**src/design/i2cbm_pkg.sv**
```systemverilog
// Shared types and constants for the I2C bit-level master.
package i2cbm_pkg;

    localparam int unsigned DelayWidth = 16;
    localparam logic [DelayWidth-1:0] DelayReset = 16'd100;

    typedef enum logic [2:0] {
        CMD_NONE     = 3'd0,
        CMD_START    = 3'd1,
        CMD_STOP     = 3'd2,
        CMD_WRITE    = 3'd3,
        CMD_READ     = 3'd4,
        CMD_GET_ACK  = 3'd5,
        CMD_SEND_ACK = 3'd6
    } cmd_t;

    typedef enum logic [1:0] {
        PH_IDLE = 2'd0,
        PH_LOW  = 2'd1,
        PH_DATA = 2'd2,
        PH_HIGH = 2'd3
    } phase_t;

    typedef struct packed {
        logic [2:0] cmd;
        logic [7:0] write_data;
        logic       ack_level;
        logic       sda_in;
    } tick_t;

    typedef struct packed {
        logic       rejected;
        logic       ack_seen;
        logic [7:0] read_data;
        logic       done_res;
        logic       busy_res;
        logic       sda_out;
        logic       scl_out;
    } result_t;

endpackage

```
**src/design/i2cbm_seq.sv**
```systemverilog
// Line sequencer: state registers and per-tick next-state logic.
module i2cbm_seq import i2cbm_pkg::*; (
    input  logic                  aclk,
    input  logic                  aresetn,
    input  logic                  step,
    input  tick_t                 tick,
    input  logic [DelayWidth-1:0] delay_ticks,
    output result_t               result
);

    cmd_t                  act_reg, act_next;
    phase_t                phase_reg, phase_next;
    logic [3:0]            bit_count_reg, bit_count_next;
    logic [DelayWidth-1:0] wait_reg, wait_next;
    logic [7:0]            shift_reg, shift_next;
    logic                  scl_reg, scl_next;
    logic                  sda_reg, sda_next;
    logic                  ack_reg, ack_next;
    logic [7:0]            last_read_reg, last_read_next;
    logic                  done, rej;
    logic [DelayWidth-1:0] gap;
    logic                  cmd_valid;
    logic                  byte_cmd;
    logic [3:0]            bits_done;

    assign gap       = (delay_ticks == '0) ? {{(DelayWidth-1){1'b0}}, 1'b1} : delay_ticks;
    assign cmd_valid = (tick.cmd >= CMD_START) && (tick.cmd <= CMD_SEND_ACK);
    assign byte_cmd  = (act_reg == CMD_WRITE) || (act_reg == CMD_READ);
    assign bits_done = bit_count_reg + 4'd1;

    // next state
    always_comb begin
        act_next       = act_reg;
        phase_next     = phase_reg;
        bit_count_next = bit_count_reg;
        wait_next      = wait_reg;
        shift_next     = shift_reg;
        scl_next       = scl_reg;
        sda_next       = sda_reg;
        ack_next       = ack_reg;
        last_read_next = last_read_reg;
        done           = 1'b0;
        rej            = 1'b0;
        if (step) begin
            if (act_reg == CMD_NONE) begin
                if (cmd_valid) begin
                    act_next       = cmd_t'(tick.cmd);
                    bit_count_next = 4'd0;
                    case (tick.cmd)
                        CMD_WRITE:    shift_next = tick.write_data;
                        CMD_SEND_ACK: shift_next = {tick.ack_level, 7'd0};
                        CMD_READ:     shift_next = 8'd0;
                        default:      shift_next = shift_reg;
                    endcase
                    scl_next = 1'b0;
                    if (tick.cmd == CMD_STOP) begin
                        sda_next = 1'b0;
                    end
                    phase_next = PH_LOW;
                    wait_next  = gap;
                end
            end else begin
                rej = cmd_valid;
                if (wait_reg > {{(DelayWidth-1){1'b0}}, 1'b1}) begin
                    wait_next = wait_reg - {{(DelayWidth-1){1'b0}}, 1'b1};
                end else if (act_reg == CMD_START) begin
                    if (phase_reg == PH_LOW) begin
                        sda_next   = 1'b1;
                        scl_next   = 1'b1;
                        phase_next = PH_DATA;
                        wait_next  = gap;
                    end else begin
                        sda_next = 1'b0;
                        done     = 1'b1;
                    end
                end else if (act_reg == CMD_STOP) begin
                    if (phase_reg == PH_LOW) begin
                        scl_next   = 1'b1;
                        phase_next = PH_DATA;
                        wait_next  = {{(DelayWidth-1){1'b0}}, 1'b1};
                    end else begin
                        sda_next = 1'b1;
                        done     = 1'b1;
                    end
                end else begin
                    case (phase_reg)
                        PH_LOW: begin
                            if (act_reg == CMD_WRITE || act_reg == CMD_SEND_ACK) begin
                                sda_next   = shift_reg[7];
                                shift_next = {shift_reg[6:0], 1'b0};
                            end else begin
                                sda_next = 1'b1;
                            end
                            phase_next = PH_DATA;
                            wait_next  = gap;
                        end
                        PH_DATA: begin
                            scl_next   = 1'b1;
                            phase_next = PH_HIGH;
                            wait_next  = gap;
                        end
                        default: begin
                            if (act_reg == CMD_READ) begin
                                shift_next = {shift_reg[6:0], tick.sda_in};
                            end
                            if (act_reg == CMD_GET_ACK) begin
                                ack_next = tick.sda_in;
                            end
                            bit_count_next = bits_done;
                            if (bits_done < (byte_cmd ? 4'd8 : 4'd1)) begin
                                scl_next   = 1'b0;
                                phase_next = PH_LOW;
                                wait_next  = gap;
                            end else begin
                                if (act_reg == CMD_READ) begin
                                    last_read_next = {shift_reg[6:0], tick.sda_in};
                                end
                                done = 1'b1;
                            end
                        end
                    endcase
                end
                if (done) begin
                    act_next   = CMD_NONE;
                    phase_next = PH_IDLE;
                    wait_next  = '0;
                end
            end
        end
    end

    // outputs
    always_comb begin
        result.scl_out   = scl_next;
        result.sda_out   = sda_next;
        result.busy_res  = (act_next != CMD_NONE);
        result.done_res  = done;
        result.read_data = last_read_next;
        result.ack_seen  = ack_next;
        result.rejected  = rej;
    end

    always_ff @(posedge aclk) begin
        if (!aresetn) begin
            act_reg       <= CMD_NONE;
            phase_reg     <= PH_IDLE;
            bit_count_reg <= 4'd0;
            wait_reg      <= '0;
            shift_reg     <= 8'd0;
            scl_reg       <= 1'b1;
            sda_reg       <= 1'b1;
            ack_reg       <= 1'b1;
            last_read_reg <= 8'd0;
        end else begin
            act_reg       <= act_next;
            phase_reg     <= phase_next;
            bit_count_reg <= bit_count_next;
            wait_reg      <= wait_next;
            shift_reg     <= shift_next;
            scl_reg       <= scl_next;
            sda_reg       <= sda_next;
            ack_reg       <= ack_next;
            last_read_reg <= last_read_next;
        end
    end

endmodule

```
**src/design/i2c_bit_level_master.sv**
```systemverilog
// Top level of the I2C bit-level master: tick register, sequencer, result register.
// Usage:
//   s_ channel: one word per bus tick; tdata carries cmd, write_data, ack_level,
//     sda_in. A word with cmd none still advances the sequencer by one tick.
//   m_ channel: one result word per input word, same order; tdata carries the SCL
//     and SDA drive levels, busy, done, read byte, ack level and rejected flag.
//   cfg channel: writes delay_ticks (ticks per bus delay, 0 acts as 1); always
//     ready. The user must write delay_ticks only while the block is idle; the
//     block itself does not enforce this.
// The word is registered in the tick register, then the sequencer result is
// captured in the result register, which drives m_tvalid. Throughput is one word
// per cycle while m_tready is high; the sequencer state advances once per word.
// Reset clears both stages, releases SCL and SDA, sets the ack level to 1 and
// delay_ticks to 100. When m_tready is low the result register holds, the tick
// register fills, and s_tready then drops until the result is taken.
module i2c_bit_level_master import i2cbm_pkg::*; (
    input  logic        aclk,
    input  logic        aresetn,
    input  logic        s_tvalid,
    output logic        s_tready,
    input  logic [15:0] s_tdata,   // cmd[2:0], write_data[10:3], ack_level[11], sda_in[12]
    output logic        m_tvalid,
    input  logic        m_tready,
    output logic [15:0] m_tdata,   // scl_out, sda_out, busy_res, done_res,
                                   // read_data[11:4], ack_seen[12], rejected[13]
    input  logic        cfg_valid,
    output logic        cfg_ready,
    input  logic [15:0] cfg_data
);

    logic                  in_valid_reg, in_valid_next;
    tick_t                 in_data_reg;
    logic                  out_valid_reg, out_valid_next;
    result_t               out_data_reg;
    logic [DelayWidth-1:0] delay_reg;
    logic                  out_free, step, s_take;
    result_t               result;

    assign out_free  = !out_valid_reg || m_tready;
    assign step      = in_valid_reg && out_free;
    assign s_tready  = !in_valid_reg || out_free;
    assign s_take    = s_tvalid && s_tready;
    assign cfg_ready = 1'b1;

    assign in_valid_next  = s_take ? 1'b1 : (step ? 1'b0 : in_valid_reg);
    assign out_valid_next = step ? 1'b1 : (m_tready ? 1'b0 : out_valid_reg);

    i2cbm_seq u_seq (
        .aclk        (aclk),
        .aresetn     (aresetn),
        .step        (step),
        .tick        (in_data_reg),
        .delay_ticks (delay_reg),
        .result      (result)
    );

    always_ff @(posedge aclk) begin
        if (!aresetn) begin
            in_valid_reg  <= 1'b0;
            out_valid_reg <= 1'b0;
            delay_reg     <= DelayReset;
        end else begin
            in_valid_reg  <= in_valid_next;
            out_valid_reg <= out_valid_next;
            if (cfg_valid && cfg_ready) begin
                delay_reg <= cfg_data;
            end
        end
    end

    always_ff @(posedge aclk) begin
        if (s_take) begin
            in_data_reg.cmd        <= s_tdata[2:0];
            in_data_reg.write_data <= s_tdata[10:3];
            in_data_reg.ack_level  <= s_tdata[11];
            in_data_reg.sda_in     <= s_tdata[12];
        end
        if (step) begin
            out_data_reg <= result;
        end
    end

    assign m_tvalid = out_valid_reg;
    assign m_tdata  = {2'b00, out_data_reg};

    a_done_idle: assert property (@(posedge aclk) disable iff (!aresetn)
        step && result.done_res |-> !result.busy_res)
        else $error("done reported while still busy");

    a_take_room: assert property (@(posedge aclk) disable iff (!aresetn)
        s_take |-> (!in_valid_reg || step))
        else $error("tick register overwritten");

    a_step_out: assert property (@(posedge aclk) disable iff (!aresetn)
        step |=> out_valid_reg)
        else $error("result lost after sequencer step");

endmodule

```
**config.mk**
```make
export PLATFORM = sky130hd
export DESIGN_NAME = i2c_bit_level_master
export DESIGN_NICKNAME = d
export VERILOG_FILES = /design/src/design/i2cbm_pkg.sv /design/src/design/i2cbm_seq.sv /design/src/design/i2c_bit_level_master.sv
export SDC_FILE = /design/constraint.sdc
export NUM_CORES = 1
export LEC_CHECK = 0
export BUFFER_PORTS_ARGS = -buffer_cell sky130_fd_sc_hd__buf_2
export CAP_MARGIN = 20
export CORE_ASPECT_RATIO = 0.8
export CORE_MARGIN = 4
export CORE_UTILIZATION = 59
export CTS_BUF_LIST = sky130_fd_sc_hd__clkbuf_2
export CTS_CLUSTER_SIZE = 14
export DETAILED_ROUTE_END_ITERATION = 12
export PLACE_DENSITY = 0.81
export SYNTH_ARGS = -nofsm -noshare
export SYNTH_HDL_FRONTEND = slang
export SYNTH_SLANG_ARGS = --single-unit
export TNS_END_PERCENT = 50
```
**constraint.sdc**
```tcl
create_clock -name aclk -period 4.05 [get_ports aclk]
set_input_delay 0.81 -clock aclk [delete_from_list [all_inputs] [get_ports aclk]]
set_output_delay 0.81 -clock aclk [all_outputs]
set_load 0.005 [all_outputs]
```
# Word level (Yosys, flattened, before mapping)
# Index checks and enable logic that the tools add are counted.
[word_totals]
inputBits = 37
regBits = 89
out_inout_bits = 19
word_cells = 161
[op_classes]
n_addsub = 2
n_mux = 87
reduce_logical = 22
n_eq_ne = 23
order_cmp = 4
[op_table]
columns = ["operator", "n"]
rows = [
  ["16-bit two-way mux", 11],
  ["8-bit two-way mux", 15],
  ["1-bit two-way mux", 38],
  ["4-bit two-way mux", 7],
  ["8-bit one-hot mux with 3 select lines", 1],
  ["16-bit by 1-bit > comparator with 1-bit output, second input constant", 1],
  ["16-bit logical NOT", 1],
  ["2-bit two-way mux", 8],
  ["8-bit one-hot mux with 2 select lines", 1],
  ["16-bit by 1-bit subtractor with 16-bit output, second input constant", 1],
  ["3-bit equality test, second input constant", 5],
  ["7-bit nonzero test", 2],
  ["3-bit by 2-bit equality test with 1-bit output, second input constant", 4],
  ["3-bit two-way mux", 4],
  ["2-bit by 1-bit != test with 1-bit output, second input constant", 6],
  ["9-bit AND reduction", 1],
  ["3-bit by 2-bit != test with 1-bit output, second input constant", 2],
  ["6-bit AND reduction", 1],
  ["3-bit nonzero test", 2],
  ["5-bit by 2-bit != test with 1-bit output, second input constant", 1],
  ["5-bit by 3-bit != test with 1-bit output, second input constant", 1],
  ["5-bit AND reduction", 1],
  ["4-bit by 1-bit adder with 4-bit output, second input constant", 1],
  ["1-bit logical OR", 4],
  ["other kinds (15)", 19],
]

# Depth between registers and ports, before layout
# Gate-level depths: netlist of the first run.
[depth]
word_depth = 15
mapped_depth = 10
mapped_depth_nobuf = 9

# Cells and area by module
# Synthesis of the first run repeated with hierarchy kept, for this count alone.
[hier_totals]
hier_cells = 478
hier_area_um2 = 4600.7
[modules_own_cells]
columns = ["module", "area_each_um2", "cells_per_inst", "n_inst"]
rows = [
  ["i2cbm_seq", 3066.7, 386, 1],
  ["i2c_bit_level_master", 1534.0, 92, 1],
]

# Worst setup path after synthesis of the first run
# Ideal clock, no wire load.
[synth_timing]
path_type = "register to register"
startpoint = "register u_seq.act_reg[2]"
endpoint = "register out_data_reg, in the netlist m_tdata[5], data pin"
setup_slack_ps = 1382
period_less_slack_ps = 2668
t_arrival_ps = 2406
setup_ps = 262
path_stages_with_launch = 9
n_path_buf = 1
cell_sequence = "dfxtp_1 > nor3b_1 > nor2_1 > ha_1 > or3b_2 > o41a_1 > nand4_1 > buf_2 > mux2_2"
[synth_rtl]
columns = ["element", "line", "text"]
rows = [
  ["from (decl)", "i2cbm_seq.sv:11", "cmd_t act_reg, act_next;"],
  ["from (signal assigned)", "i2cbm_seq.sv:155", "act_reg <= act_next;"],
  ["to (signal assigned)", "i2c_bit_level_master.sv:79", "out_data_reg <= result;"],
  ["to (decl)", "i2c_bit_level_master.sv:34", "result_t out_data_reg;"],
]

==> impl_metrics.env, run 1 <==
export IMPL_viasPerCell=6.32
export IMPL_regToRegSetupSlack_ps=810
export IMPL_vias=3717
export IMPL_firstDrtPassIters=9
export IMPL_root_buffer="clkbuf_2"
export IMPL_core_area_um2=7030
export IMPL_wl_mm=10.0
export IMPL_synthCells=456
export IMPL_end_kind="register"
export IMPL_cts_tree="yes"
export IMPL_synthArstFlopShare_pct=0
export IMPL_multi_input_area_um2=2160
export IMPL_drc=0
export IMPL_grt_use_total_pct=22.8
export IMPL_wl_per_cell_um=17.1
export IMPL_power_density_nw_per_um2=407
export IMPL_worstSetupPathType="reg2reg"
export IMPL_relSlewSlack_pct=37.6
export IMPL_grt_ovfl_total=0
export IMPL_ios=56
export IMPL_drive_gt1_share_pct=18.0
export IMPL_clock_sinks=89
export IMPL_nFillCells=570
export IMPL_port_buffers=49
export IMPL_p_total_w=0.00195
export IMPL_leakage_nw=1.84
export IMPL_ys_flop_type="dfxtp_1"
export IMPL_die_area_um2=8840
export IMPL_post_route_min_period_ps=3240
export IMPL_cap_violations=0
export IMPL_insertion_delay_ps=560
export IMPL_fin_area_um2=4790
export IMPL_clock_skew_ps=17.2
export IMPL_hp_class="in2reg"
export IMPL_ant_nets=0
export IMPL_rows=27
export IMPL_grt_max_degree=37
export IMPL_drt_initial_drc_count=274
export IMPL_synthSimpleGateAreaFrac_pct=21.3
export IMPL_synth_top_family_by_area="simple AND/OR/NAND/NOR gates"
export IMPL_yosysWarnings=0
export IMPL_synth_compound_area_share_pct=16.7
export IMPL_ys_seq_elements=89
export IMPL_initial_core_util_pct=62.1
export IMPL_avgSynthCellArea_um2=9.57
export IMPL_syn_to_final_growth_pct=9.78
export IMPL_cts_htree_levels=3
export IMPL_tightest_slew_ps=926
export IMPL_post_route_period_util_pct=79.9
export IMPL_synth_seq_area_share_pct=47.0
export IMPL_synth_fa_ha_area_share_pct=2.29
export IMPL_setup_viol=0
export IMPL_postCtsSetupRepairBufs=0
export IMPL_hold_viol=0
export IMPL_first_global_vias=3305
export IMPL_critPathArrivalTime_ps=3710
export IMPL_syn_cell_area_um2=4360
export IMPL_setup_tns_ps=0
export IMPL_antenna_cells=0
export IMPL_placed_area_um2=4650
export IMPL_clk_pin_slew_ps=230
export IMPL_final_seq_area_um2=2050
export IMPL_worstPathMaxFanout=13
export IMPL_clk_path_buf_depth=2
export IMPL_cp_start_kind="register"
export IMPL_holdBufCountCts=0
export IMPL_antenna_found_initial=0
export IMPL_cts_buffers=9
export IMPL_die_w_um=104
export IMPL_synth_edf_count=27
export IMPL_ir_worst_vdd_v=0.000202
export IMPL_die_h_um=84.9
export IMPL_worst_endpoint_required_ps=4530
export IMPL_ys_types=60
export IMPL_gp_congestion=0.888
export IMPL_grt_first_pass_wirelength_mm=16.3
export IMPL_muxShareOfSynthArea_pct=5.94
export IMPL_outcome="finished clean"
export IMPL_rsz0062_at_grt="false"
export IMPL_slew_viol_final=0
export IMPL_synth_xor_area_share_pct=2.81
export IMPL_dp_hpwl_mm=6.97
export IMPL_max_freq_ghz=0.309
export IMPL_cts_resized=0
export IMPL_layout_nets=541
[critical path, stage by stage (launching register included)]
cell and delay [ps]:
dfxtp_1 680, and3b_1 310, nor2_1 70, ha_1 230, or3b_2 480, o41a_1 350
nand4_1 440, mux2_2 410, and2_1 160
[cells by family after synthesis]
kind of cell / Yosys count
adder cells (fa/ha/maj): 8
multiplexers: 25
AO/OA/AOI/OAI: 110
XOR/XNOR: 14
AND/OR/NAND/NOR: 170
other: 2
buffers and inverters: 38
flip-flops: 89
[power by group]
part           switching (W)  internal, W
Clock               0.000297     0.000210
Combinational       0.000260     0.000156
Sequential         0.0000526     0.000971
[Yosys cell counts (all sizes together) (6+ instances only)]
cell type,instances,area [um^2]
a211oi,13,103
a21oi,23,115
a31oi,6,37.5
and2,9,56.3
and3,7,43.8
buf,10,57.6
clkbuf,18,67.6
dfxtp,62,1240
edfxtp,27,811
ha,8,100
inv,9,33.8
mux2,7,78.8
mux2i,18,180
nand2,26,97.6
nand2b,8,50.1
nand3,13,65.1
nand4,8,50.1
nor2,47,176
nor3,16,96.4
nor3b,6,45.0
nor4,12,105
o21ai,36,180
xnor2,7,61.3
xor2,7,61.3
[routing by layer]
| metal | global-route usage [%] | vias up | wire (um) |
|---|---|---|---|
| li1 | - | 1762 | - |
| met1 | 33.0 | 1739 | 4640 |
| met2 | 33.9 | 195 | 4320 |
| met3 | 5.70 | 21 | 931 |
| met4 | 6.88 | 0 | 144 |
| met5 | 0 | - | 0 |
[through the flow]
| step | instances | hold WS [ps] | util, % | setup WS (ps) |
|---|---|---|---|---|
| floorplan | 457 | 437 | - | 1380 |
| global placement | 572 | 450 | 66.2 | 1010 |
| detailed placement | 572 | 457 | 66.2 | 937 |
| CTS | 588 | 394 | 68.1 | 873 |
| global route | 588 | 346 | 68.1 | 621 |
| finish | 588 | 397 | 68.1 | 812 |
[path summary, 6_finish.rpt]
check	start	to	cells past startpoint
worst max-delay path	u_seq.act_reg[0]	u_seq.last_read_reg[4]	8
worst min-delay path	s_tdata[0]	in_data_reg[10]	1
worst max register to register	u_seq.act_reg[0]	u_seq.last_read_reg[4]	8
worst min register to register	u_seq.last_read_reg[3]	u_seq.last_read_reg[3]	2
[layout make-up]
class | instances | share of cell area, %
inverter | 10 | 0.784
clock inverter | 5 | 1.70
clock buffer | 11 | 1.15
tap | 87 | 2.27
sequential | 89 | 42.9
multi-input combinational | 330 | 45.0
timing repair buffer | 56 | 6.22
[placed cells by master, fill, tap and decap left out, types with 7 or more instances in the layout]
cell and instances:
ha_1 8, xnor2_1 7, and3_1 7, dfxtp_1 62, mux2i_1 18, xor2_1 7
clkbuf_2 11, and2_1 9, nor4_1 10, buf_4 7, a211oi_1 12, edfxtp_1 27
nand4_1 8, nand2_1 26, a21oi_1 23, nand2b_1 8, o21ai_0 35, nand3_1 13
buf_2 49, inv_1 9, nor2_1 47, nor3_1 13
(Power assumes the default switching activity.)
==> inputs of run 2 (changes only) <==
--- a/config.mk
+++ b/config.mk
@@ -9,11 +9,11 @@
 export CAP_MARGIN = 20
 export CORE_ASPECT_RATIO = 0.8
 export CORE_MARGIN = 4
-export CORE_UTILIZATION = 59
+export CORE_UTILIZATION = 54
 export CTS_BUF_LIST = sky130_fd_sc_hd__clkbuf_2
 export CTS_CLUSTER_SIZE = 14
 export DETAILED_ROUTE_END_ITERATION = 12
-export PLACE_DENSITY = 0.81
+export PLACE_DENSITY = 0.78
 export SYNTH_ARGS = -nofsm -noshare
 export SYNTH_HDL_FRONTEND = slang
 export SYNTH_SLANG_ARGS = --single-unit
==> constraint.sdc (replaced) <==
create_clock -name aclk -period 2.7 [get_ports aclk]
set_input_delay 0.54 -clock aclk [delete_from_list [all_inputs] [get_ports aclk]]
set_output_delay 0.54 -clock aclk [all_outputs]
set_load 0.005 [all_outputs]
==> impl_metrics.env, run 2 (synthesis results as in run 1) <==
export IMPL_die_w_um=108
export IMPL_slew_viol_final=0
export IMPL_switching_share_pct=33.8
export IMPL_antenna_found_initial=0
export IMPL_end_kind="register"
export IMPL_final_util_pct=63.8
export IMPL_startpoint="u_seq.bit_count_reg[0]"
export IMPL_rows=29
export IMPL_grt_ovfl_total=0
export IMPL_p_int_w=0.00188
export IMPL_regToRegSetupSlack_ps=90
export IMPL_ios=56
export IMPL_root_buffer="clkbuf_2"
export IMPL_clk_path_buf_depth=2
export IMPL_worstSetupPathType="reg2reg"
export IMPL_clk_pin_slew_ps=270
export IMPL_cts_htree_levels=3
export IMPL_firstDrtPassIters=5
export IMPL_critPathArrivalTime_ps=3080
export IMPL_use_met3_pct=5.40
export IMPL_power_frac_seq_pct=54.0
export IMPL_final_cells=634
export IMPL_fin_hold_ws_ps=112
export IMPL_worstReg2RegStart="u_seq.bit_count_reg[0]"
export IMPL_outcome="finished clean"
export IMPL_final_common_cell="dfxtp_1"
export IMPL_layout_common_cells="dfxtp_1 (56), buf_2 (49), nor2_1 (47)"
export IMPL_grtUsageMet2_pct=32.8
export IMPL_vias=3805
export IMPL_clock_sinks=89
export IMPL_post_route_min_period_ps=2610
export IMPL_switching_power_w=0.000960
export IMPL_power_density_nw_per_um2=562
export IMPL_insertion_delay_ps=570
export IMPL_p_total_w=0.00284
export IMPL_setup_viol=0
export IMPL_cap_violations=0
export IMPL_max_freq_ghz=0.383
export IMPL_layout_nets=566
export IMPL_die_area_um2=9590
export IMPL_worstPathMaxFanout=7
export IMPL_drive_gt1_share_pct=24.0
export IMPL_placedCellCount=612
export IMPL_port_buffers=49
export IMPL_cts_tree="yes"
export IMPL_reg2regPathDepth=8
export IMPL_viasPerCell=6.00
export IMPL_ir_worst_vdd_v=0.000354
export IMPL_grt_first_pass_wirelength_mm=16.9
export IMPL_dp_hpwl_mm=7.33
export IMPL_grt_use_total_pct=22.4
export IMPL_initial_core_util_pct=55.1
export IMPL_drt_initial_drc_count=342
export IMPL_relSlewSlack_pct=50.5
export IMPL_setup_tns_ps=0
export IMPL_worst_endpoint_required_ps=3160
export IMPL_hold_viol=0
export IMPL_p_clk_share_pct=21.4
export IMPL_grt_max_degree=36
export IMPL_cp_endpoint="u_seq.last_read_reg[5]"
export IMPL_tightest_slew_ps=741
export IMPL_cts_buffers=9
export IMPL_gr_usage_met1_pct=33.3
export IMPL_cp_start_kind="register"
export IMPL_ant_nets=0
export IMPL_antenna_cells=0
export IMPL_gp_congestion=0.904
export IMPL_post_route_period_util_pct=96.8
export IMPL_wl_mm=10.4
export IMPL_core_area_um2=7910
export IMPL_clock_skew_ps=40.3
export IMPL_syn_to_final_growth_pct=15.8
export IMPL_leakage_nw=1.99
export IMPL_reg2reg_to="u_seq.last_read_reg[5]"
export IMPL_pwr_share_comb_pct=24.6
export IMPL_wl_per_cell_um=16.4
export IMPL_die_h_um=88.4
export IMPL_drc=0
export IMPL_grt_busiest_layer="met1"
export IMPL_hp_class="in2reg"
export IMPL_first_global_vias=3385
export IMPL_nFillCells=661
export IMPL_rsz0062_at_grt="false"
[run 2: worst min-delay path by stage]
stage                                 from  slack, ps  depth (start not counted)                      to
finish                          s_tdata[2]        110                          1         in_data_reg[12]
global route                    s_tdata[2]         80                          1         in_data_reg[12]
CTS                             s_tdata[2]         90                          1         in_data_reg[12]
detailed placement      u_seq.shift_reg[7]        460                          2      u_seq.shift_reg[7]
global placement    u_seq.last_read_reg[3]        450                          2  u_seq.last_read_reg[3]
floorplan               u_seq.shift_reg[7]        440                          2      u_seq.shift_reg[7]
[run 2: routing by layer]
metal	share of wire (%)	vias up
met3	10	19
met5	0	-
li1	-	1819
met1	45	1777
met2	43	190
met4	1.5	0
[run 2: area by class of cell]
type	count	area (um^2)	share of cell area (%)
inverter	10	37.5	0.743
tap	108	135	2.68
sequential	89	2060	40.9
multi-input combinational	330	2180	43.2
clock buffer	9	45.0	0.892
clock inverter	7	52.6	1.04
timing repair buffer	81	533	10.6
[run 2: repair_timing]
item / in CTS / in global routing
setup buffers: 0 / 6
hold buffers: 0 / 0
pin swaps: 0 / 3
endpoints found under the setup margin: 12 / 29
resized for setup: 2 / 13
[run 2: critical path: stages (launching register included)]
cell and delay (ps):
dfxtp_2 390, buf_4 140, ha_1 320, or3b_4 370, o41a_1 470, nand4_1 170
buf_12 140, mux2_2 330, and2_1 160
[run 2: power by group through the flow]
stage | Combinational (W) | Sequential (W) | Clock [W]
CTS | 0.000667 | 0.00153 | 0.000624
global route | 0.000769 | 0.00154 | 0.000679
finish | 0.000698 | 0.00153 | 0.000607
floorplan | 0.000463 | 0.00154 | 0
detailed placement | 0.000662 | 0.00156 | 0
global placement | 0.000645 | 0.00155 | 0
[run 2: stage by stage]
stage / area (um^2) / worst slack, ps
2_1_floorplan: 4370 / 32.3
3_3_place_gp: 4850 / 53.8
3_5_place_dp: 4850 / -23.2
4_1_cts: 4950 / 9.18
5_1_grt: 5050 / 4.76
6_report: 5050 / 86.4
==> inputs of run 3 (changes only) <==
--- a/config.mk
+++ b/config.mk
@@ -13,6 +13,7 @@
 export CTS_BUF_LIST = sky130_fd_sc_hd__clkbuf_2
 export CTS_CLUSTER_SIZE = 14
 export DETAILED_ROUTE_END_ITERATION = 12
+export MAX_ROUTING_LAYER = met4
 export PLACE_DENSITY = 0.78
 export SYNTH_ARGS = -nofsm -noshare
 export SYNTH_HDL_FRONTEND = slang
==> impl_metrics.env, run 3 (synthesis results as in run 1) <==
export IMPL_critPathArrivalTime_ps=3080
export IMPL_layout_nets=566
export IMPL_cts_buffers=9
export IMPL_clock_sinks=89
export IMPL_wl_per_cell_um=16.5
export IMPL_core_area_um2=7910
export IMPL_end_kind="register"
export IMPL_grt_first_pass_wirelength_mm=16.9
export IMPL_firstDrtPassIters=5
export IMPL_hold_viol=0
export IMPL_first_global_vias=3371
export IMPL_fin_ws_ps=91.9
export IMPL_power_density_nw_per_um2=563
export IMPL_syn_to_final_growth_pct=15.8
export IMPL_max_freq_ghz=0.383
export IMPL_gp_congestion=0.919
export IMPL_cp_start_kind="register"
export IMPL_grt_use_total_pct=23.2
export IMPL_viasPerCell=5.94
export IMPL_cap_violations=0
export IMPL_ir_worst_vdd_v=0.000351
export IMPL_dp_hpwl_mm=7.33
export IMPL_clk_path_buf_depth=2
export IMPL_insertion_delay_ps=570
export IMPL_rsz0062_at_grt="false"
export IMPL_slew_viol_final=0
export IMPL_critPathSlowestCell="o41a_1"
export IMPL_leakage_nw=1.99
export IMPL_worst_endpoint_required_ps=3170
export IMPL_root_buffer="clkbuf_2"
export IMPL_drt_initial_drc_count=375
export IMPL_ant_nets=0
export IMPL_outcome="finished clean"
export IMPL_wl_mm=10.5
export IMPL_drive_gt1_share_pct=24.0
export IMPL_worstPathMaxFanout=7
export IMPL_clk_pin_slew_ps=260
export IMPL_cts_htree_levels=3
export IMPL_tightest_slew_ps=800
export IMPL_antenna_found_initial=0
export IMPL_critPathMaxStageDelay_ps=470
export IMPL_antenna_cells=0
export IMPL_port_buffers=49
export IMPL_hp_class="in2reg"
export IMPL_relSlewSlack_pct=46.5
export IMPL_setup_viol=0
export IMPL_ios=56
export IMPL_final_util_pct=63.8
export IMPL_final_common_cell="dfxtp_1"
export IMPL_reg2regPathDepth=9
export IMPL_grt_max_degree=36
export IMPL_worstSetupPathType="reg2reg"
export IMPL_die_w_um=108
export IMPL_pre_cts_ws_ps=-23.2
export IMPL_post_route_period_util_pct=96.6
export IMPL_drc=0
export IMPL_die_h_um=88.4
export IMPL_vias=3763
export IMPL_post_route_min_period_ps=2610
export IMPL_fin_hold_ws_ps=120
export IMPL_die_area_um2=9590
export IMPL_rows=29
export IMPL_grt_ovfl_total=0
export IMPL_cts_tree="yes"
export IMPL_initial_core_util_pct=55.1
export IMPL_clock_skew_ps=27.3
export IMPL_layout_common_cells="dfxtp_1 (56), buf_2 (49), nor2_1 (47)"
export IMPL_path_cells="and3b_1 -> nor2_1 -> ha_2 -> or3b_4 -> o41a_1 -> nand4_1 -> buf_12 -> mux2_2 -> and2_1"
export IMPL_whs_path_depth=1
-- run 3: through the flow --
step / power [W] / area [um^2] / setup TNS [ps] / instances
floorplan: 0.00200 / 4370 / 0 / 457
global placement: 0.00220 / 4850 / 0 / 612
detailed placement: 0.00222 / 4850 / -117 / 612
CTS: 0.00282 / 4950 / 0 / 628
global route: 0.00299 / 5050 / 0 / 634
finish: 0.00284 / 5050 / 0 / 634
-- run 3: repair_timing --
item | 4_1_cts | 5_1_grt
pin swaps | 0 | 3
endpoints found under the setup margin | 12 | 30
hold buffers | 0 | 0
setup buffers | 0 | 6
gates resized for setup | 2 | 13
-- run 3: worst paths after layout --
path                       from  slack, ps                      to
max            u_seq.act_reg[2]         90  u_seq.last_read_reg[5]
min reg2reg  u_seq.shift_reg[7]        480      u_seq.shift_reg[7]
max reg2reg    u_seq.act_reg[2]         90  u_seq.last_read_reg[5]
min                  s_tdata[2]        120         in_data_reg[12]
-- run 3: power by group --
| part | switching, W | leakage, nW | total [W] | internal (W) |
|---|---|---|---|---|
| logic | 0.000414 | 1.15 | 0.000703 | 0.000289 |
| clock network | 0.000477 | 0.0683 | 0.000610 | 0.000133 |
| registers | 0.0000754 | 0.769 | 0.00153 | 0.00146 |
-- run 3: worst max-delay path: cells and delay by family (launching register included) --
| kind | cells | cell delay (ps) |
|---|---|---|
| buf+inv | 1 | 140 |
| compound gates | 1 | 470 |
| mux | 1 | 330 |
| flops | 1 | 400 |
| simple gates | 5 | 1000 |
| fa+ha+maj | 1 | 180 |
-- run 3: cell type report --
type	instances	area, um^2
fill	659	2860
multi-input combinational	330	2180
sequential	89	2060
timing repair buffer	81	533
tap	108	135
clock inverter	7	52.6
clock buffer	9	45.0
inverter	10	37.5
-- run 3: layer usage --
metal | GRT usage [%] | up-vias | part of all wire [%]
li1 | - | 1809 | -
met1 | 33.4 | 1769 | 46
met2 | 32.6 | 170 | 43
met3 | 5.62 | 15 | 9.5
met4 | 5.96 | 0 | 1.3
met5 | - | - | 0
